**src/hw/rtl/ccc_pkg.sv**
```systemverilog
`timescale 1ns / 1ps

package ccc_pkg;

	// Credit ceiling and the coin mode that means free play
	localparam logic [6:0] CreditMax    = 7'd99;
	localparam logic [2:0] FreePlayMode = 3'd7;

	// Stream data widths, padded to whole bytes
	localparam int InDataW  = 8;
	localparam int OutDataW = 16;

	// One frame's switch sample
	typedef struct packed {
		logic start_press;
		logic service_switch;
		logic coin_switch;
	} ccc_in_t;

	// One frame's result
	typedef struct packed {
		logic       free_play;
		logic [6:0] credits_now;
		logic       start_granted;
	} ccc_out_t;

	// Coins needed for one award; free play shares the first entry
	function automatic logic [2:0] coins_needed(input logic [2:0] mode);
		logic [2:0] n;
		case (mode)
			3'd0:    n = 3'd1;
			3'd1:    n = 3'd1;
			3'd2:    n = 3'd1;
			3'd3:    n = 3'd2;
			3'd4:    n = 3'd3;
			3'd5:    n = 3'd3;
			3'd6:    n = 3'd4;
			default: n = 3'd1;
		endcase
		return n;
	endfunction

	// Credits given per award
	function automatic logic [2:0] credits_award(input logic [2:0] mode);
		logic [2:0] n;
		case (mode)
			3'd0:    n = 3'd1;
			3'd1:    n = 3'd2;
			3'd2:    n = 3'd3;
			3'd3:    n = 3'd1;
			3'd4:    n = 3'd2;
			3'd5:    n = 3'd4;
			3'd6:    n = 3'd3;
			default: n = 3'd1;
		endcase
		return n;
	endfunction

endpackage

```
**src/hw/rtl/ccc_core.sv**
```systemverilog
`timescale 1ns / 1ps

module ccc_core (
	input  logic             clk,
	input  logic             arst_n,
	input  logic [2:0]       coin_mode,
	input  logic             step,
	input  ccc_pkg::ccc_in_t item,
	output ccc_pkg::ccc_out_t result
);

	logic       coin_prev_q;
	logic       service_prev_q;
	logic [6:0] credit_q;
	logic [2:0] tally_q;

	logic       coin_edge;
	logic       service_edge;
	logic       free;
	logic [2:0] tally_inc;
	logic       award_hit;
	logic [2:0] tally_d;
	logic [6:0] credit_a;
	logic [6:0] credit_b;
	logic [6:0] credit_d;
	logic       granted;

	// Saturating add, clamps at the credit ceiling
	function automatic logic [6:0] sat_add(input logic [6:0] base, input logic [2:0] amt);
		logic [7:0] sum;
		sum = {1'b0, base} + {5'b0, amt};
		return (sum > {1'b0, ccc_pkg::CreditMax}) ? ccc_pkg::CreditMax : sum[6:0];
	endfunction

	// Frame update: service, then coin, then start
	always_comb begin
		coin_edge    = item.coin_switch & ~coin_prev_q;
		service_edge = item.service_switch & ~service_prev_q;
		free         = (coin_mode == ccc_pkg::FreePlayMode);

		credit_a = service_edge ? sat_add(credit_q, 3'd1) : credit_q;

		tally_inc = tally_q + 3'd1;
		award_hit = (tally_inc >= ccc_pkg::coins_needed(coin_mode));
		tally_d   = tally_q;
		credit_b  = credit_a;
		if (coin_edge && !free) begin
			if (award_hit) begin
				tally_d  = 3'd0;
				credit_b = sat_add(credit_a, ccc_pkg::credits_award(coin_mode));
			end else begin
				tally_d = tally_inc;
			end
		end

		granted  = item.start_press & (free | (credit_b != 7'd0));
		credit_d = (granted && !free) ? credit_b - 7'd1 : credit_b;

		result.start_granted = granted;
		result.credits_now   = credit_d;
		result.free_play     = free;
	end

	// Per-frame state, advanced once per transaction
	always_ff @(posedge clk or negedge arst_n) begin
		if (!arst_n) begin
			coin_prev_q    <= 1'b0;
			service_prev_q <= 1'b0;
			credit_q       <= 7'd0;
			tally_q        <= 3'd0;
		end else if (step) begin
			coin_prev_q    <= item.coin_switch;
			service_prev_q <= item.service_switch;
			credit_q       <= credit_d;
			tally_q        <= tally_d;
		end
	end

`ifndef SYNTHESIS
	a_credit_ceiling : assert property (@(posedge clk) disable iff (!arst_n)
		credit_q <= ccc_pkg::CreditMax)
		else $error("credit count above ceiling");

	a_tally_bound : assert property (@(posedge clk) disable iff (!arst_n)
		tally_q <= 3'd3)
		else $error("coin tally out of range");

	a_paid_grant_spends : assert property (@(posedge clk) disable iff (!arst_n)
		step && granted && !free |-> credit_d < ccc_pkg::CreditMax)
		else $error("paid start did not spend a credit");

	a_free_tally_kept : assert property (@(posedge clk) disable iff (!arst_n)
		step && free |=> tally_q == $past(tally_q))
		else $error("coin tally moved in free play");
`endif

endmodule

```
**src/hw/rtl/coin_credit_counter_unit.sv**
```systemverilog
`timescale 1ns / 1ps

// Coin and credit keeper for an arcade cabinet, one transaction per video frame.
// Takes one frame sample per clock cycle while the output is not stalled: the sample is
// registered, the credit update runs as one short step between that register and
// the result register, and the input register can take a new sample while the
// previous result waits on the output. Credits saturate at 99; coin_mode 7 is free play.
// The user must write coin_mode via the cfg channel only while no frame is in flight; the block does not enforce it.
module coin_credit_counter_unit (
	input  logic                         clk,
	input  logic                         arst_n,
	// Coin mode register
	input  logic                         cfg_valid,
	output logic                         cfg_ready,
	input  logic [2:0]                   cfg_data,
	// Frame sample in
	input  logic                         s_axis_tvalid,
	output logic                         s_axis_tready,
	// [0] coin_switch, [1] service_switch, [2] start_press, [7:3] zero
	input  logic [ccc_pkg::InDataW-1:0]  s_axis_tdata,
	// Frame result out
	output logic                         m_axis_tvalid,
	input  logic                         m_axis_tready,
	// [0] start_granted, [7:1] credits_now, [8] free_play, [15:9] zero
	output logic [ccc_pkg::OutDataW-1:0] m_axis_tdata
);

	logic              cfg_wr;
	logic [2:0]        coin_mode_q;
	logic              vld_s1;
	ccc_pkg::ccc_in_t  item_s1;
	logic              vld_s2;
	ccc_pkg::ccc_out_t res_s2;
	ccc_pkg::ccc_out_t res_comb;
	logic              adv_s1;

	// Configuration register
	assign cfg_ready = 1'b1;
	assign cfg_wr    = cfg_valid & cfg_ready;

	always_ff @(posedge clk or negedge arst_n) begin
		if (!arst_n) begin
			coin_mode_q <= 3'd0;
		end else if (cfg_wr) begin
			coin_mode_q <= cfg_data;
		end
	end

	// Stage handshakes
	assign adv_s1        = vld_s1 & (~vld_s2 | m_axis_tready);
	assign s_axis_tready = ~vld_s1 | adv_s1;

	// Input register
	always_ff @(posedge clk or negedge arst_n) begin
		if (!arst_n) begin
			vld_s1 <= 1'b0;
		end else if (s_axis_tready) begin
			vld_s1 <= s_axis_tvalid;
		end
	end

	always_ff @(posedge clk) begin
		if (s_axis_tvalid && s_axis_tready) begin
			item_s1.coin_switch    <= s_axis_tdata[0];
			item_s1.service_switch <= s_axis_tdata[1];
			item_s1.start_press    <= s_axis_tdata[2];
		end
	end

	ccc_core u_core (
		.clk       (clk),
		.arst_n    (arst_n),
		.coin_mode (coin_mode_q),
		.step      (adv_s1),
		.item      (item_s1),
		.result    (res_comb)
	);

	// Result register
	always_ff @(posedge clk or negedge arst_n) begin
		if (!arst_n) begin
			vld_s2 <= 1'b0;
		end else if (adv_s1) begin
			vld_s2 <= 1'b1;
		end else if (m_axis_tready) begin
			vld_s2 <= 1'b0;
		end
	end

	always_ff @(posedge clk) begin
		if (adv_s1) begin
			res_s2 <= res_comb;
		end
	end

	assign m_axis_tvalid = vld_s2;
	assign m_axis_tdata  = {7'd0, res_s2.free_play, res_s2.credits_now, res_s2.start_granted};

endmodule

```
**config.mk**
```make
export PLATFORM = sky130hd
export DESIGN_NAME = coin_credit_counter_unit
export DESIGN_NICKNAME = d
export VERILOG_FILES = /design/src/hw/rtl/ccc_pkg.sv /design/src/hw/rtl/ccc_core.sv /design/src/hw/rtl/coin_credit_counter_unit.sv
export SDC_FILE = /design/constraint.sdc
export NUM_CORES = 1
export LEC_CHECK = 0
export ABC_AREA = 1
export BUFFER_PORTS_ARGS = -buffer_cell sky130_fd_sc_hd__buf_4
export CAP_MARGIN = 20
export CORE_MARGIN = 2
export CORE_UTILIZATION = 45
export CTS_BUF_LIST = sky130_fd_sc_hd__clkbuf_8
export CTS_CLUSTER_DIAMETER = 40
export CTS_CLUSTER_SIZE = 10
export DETAILED_ROUTE_END_ITERATION = 8
export PLACE_DENSITY = 0.62
export SLEW_MARGIN = 20
export SYNTH_ARGS = -nofsm -noshare
export SYNTH_HDL_FRONTEND = slang
export SYNTH_SLANG_ARGS = --single-unit
```
**constraint.sdc**
```tcl
create_clock -name clk -period 8.5 [get_ports clk]
set_input_delay 0.85 -clock clk [delete_from_list [all_inputs] [get_ports clk]]
set_output_delay 0.85 -clock clk [all_outputs]
set_load 0.02 [all_outputs]
```
==> reports/results.txt <==
Status: finished clean
Synth cell count leaders: nand2_1, inv_1, nand2_2
# resized after CTS: 0
Kind of critical path: reg2reg
Layout overhead on the synthesized area: 15.0%
FMAX: 245 MHz
Total leakage power: 0.00130 uW
Initial Util: 0.468
Die Y: 74.3 um
Cell taking the most area after synthesis: dfrtp_1
Average wire per standard cell: 11.3 um
CTS root buf: clkbuf_8
Final min period: 4.08 ns
R2r setup slk: 4.42 ns
Residual DRC: 0
GR Util All Layers: 0.176
Hold crit path type: in2async
CTS buffer count: 5
Drt first pass iters: 4
Fill cells: 497
CP max FO: 6
Post-synth EDFFs: 12
Slew Limit Fails: 0
Most common cell in the synthesized netlist: nand2_1
Synth area leaders: dfrtp_1, edfxtp_1, nand2_1
R2r startpoint: u_core.credit_q[0]
Final net count: 344
RSZ-0062 raised after global routing: no
Post-DR vias/cell: 4.68
Initial antenna violation count: 0
Share of cells above drive strength 1: 0.235
Share of flip-flops with an asynchronous set or reset: 0.586
Final setup viols: 0
CTS tree: done
Reg2reg end: m_axis_tdata[1]
Cts hold-fix bufs: 0
Register bit total from synthesis: 29
Largest net degree at the start of global routing: 19
Htree depth: 2
Pwr/cell area: 380 nW/um^2
Vias: 1805
Worst-margin pin slew: 0.527 ns
Post-CTS Repair Setup Buffers: 0
Crit path DAT: 4.11 ns
Die area: 5520 um^2
Core Region: 4750 um^2
I/O Buffers: 21
Post-synthesis cell count: 293
Sequential fraction of the synthesis area: 0.353
WP buf/inv: 3
Gr ovfl total: 0
Final cell utilization of the core: 0.538
Syn_area_per_cell: 7.59 um^2
Vias in the first global route: 1642
Clock Skew: 0.00445 ns
Ports: 35
Worst-Skew Late Latency: 0.28 ns
DRT Wirelength: 4.37 mm
Gpl congestion: 0.840
CP max stage cell: dfrtp_1
First-pass GRT wire length: 7.53 mm
Cell family with most CP delay: simple AND/OR/NAND/NOR gates
Initial drt markers: 50
Hold Vio Cnt, Final: 0
Post-synth top area share: 0.191
Clock-pin slew on the worst setup and hold paths: 0.07 ns
Max IR drop VDD: 168 uV
Crit-path max cell delay: 0.49 ns
R2R depth: 28
Synth unique cells: 37
Fin Setup TNS: 0 ns
CTS max path bufs: 2
Diodes inserted: 0
# rows: 25
Worst rel slew slack: 0.647
Clock sink count: 29
Synth Warn #: 0
Primary FF master, synth: dfrtp_1
Critical path required time: 8.53 ns
Antenna violation net count after detailed routing: 0
CP startpoint: u_core.credit_q[0]
Startpoint types: flop
Critical path capture point type: flop
Syn Std Cell Area: 2220 um^2
Maxcap violations: 0
Final hold slack: 0.428 ns
Die width: 74.3 um
Dpl hpwl: 3.53 mm
Tcrit/Tclk final: 0.480
-- kinds of logic (layout without fill, tap and decap cells) --
logic type	Yosys count	after routing	synth area share
XOR/XNOR	4	4	0.0158
adder cells (fa/ha/maj)	10	10	0.0597
buffers and inverters	56	76	0.109
other	2	8	0.00338
flip-flops	29	29	0.353
AO/OA/AOI/OAI	28	28	0.0827
AND/OR/NAND/NOR	164	164	0.376
-- layer usage --
metal  global-route usage  wire (um)
met2                0.261       1970
met1                0.264       2230
met5                    0          0
met4               0.0476         20
met3               0.0339        139
-- report_power, final --
group	internal (uW)	switching, uW	total, uW
registers	202	43.7	245
logic	191	365	556
clock network	116	53.5	170
total	509	462	971
-- flip-flops by register name (all words and copies together), names as in the netlist --
signal and count:
m_axis_tdata 9, u_core.credit_q 7, coin_mode_q 3, item_s1 3
u_core.tally_q 3, m_axis_tvalid 1, u_core.coin_prev_q 1, u_core.service_prev_q 1
vld_s1 1
-- cells in the final DEF (no fill, tap or decap), types with 3 or more instances in the layout --
master and instances:
a21oi_1 5, buf_4 21, clkbuf_8 5, conb_1 8, dfrtp_1 17, edfxtp_1 12, ha_1 9, inv_1 43
nand2_1 95, nand2_2 19, nand2_4 4, nand3_1 14, nand3_4 4, nand4_1 3, nor2_1 11, nor2_2 8
o21ai_0 10
-- layout make-up --
cell class	count	area (um^2)	share of cell area
Timing Repair Buffer	21	158	0.0616
Clock buffer	5	68.8	0.0269
Tap cell	67	83.8	0.0328
Multi-Input combinational cell	214	1220	0.476
Inverter	47	179	0.0700
Clock inverter	3	65.1	0.0254
Sequential cell	29	786	0.307
-- metrics by stage --
step,instance area (um^2),cells,worst slack (ns),total power [uW]
final,2560,386,4.42,971
after global routing,2560,386,4.00,1060
after CTS,2560,386,4.41,978
after detailed placement,2420,378,4.43,806
after global placement,2420,378,4.47,795
after floorplan,2250,299,4.95,675
-- how the worst max path moves through the flow --
| stage | end | slack, ns | depth (start not counted) |
|---|---|---|---|
| 6_report | m_axis_tdata[1] | 4.42 | 28 |
| 5_1_grt | u_core.credit_q[0] | 4.00 | 30 |
| 4_1_cts | m_axis_tdata[1] | 4.41 | 28 |
| 3_5_place_dp | m_axis_tdata[1] | 4.43 | 28 |
| 3_3_place_gp | m_axis_tdata[1] | 4.47 | 28 |
| 2_1_floorplan | m_axis_tdata[1] | 4.95 | 28 |
No activity file was read; power rests on OpenSTA's default activity.
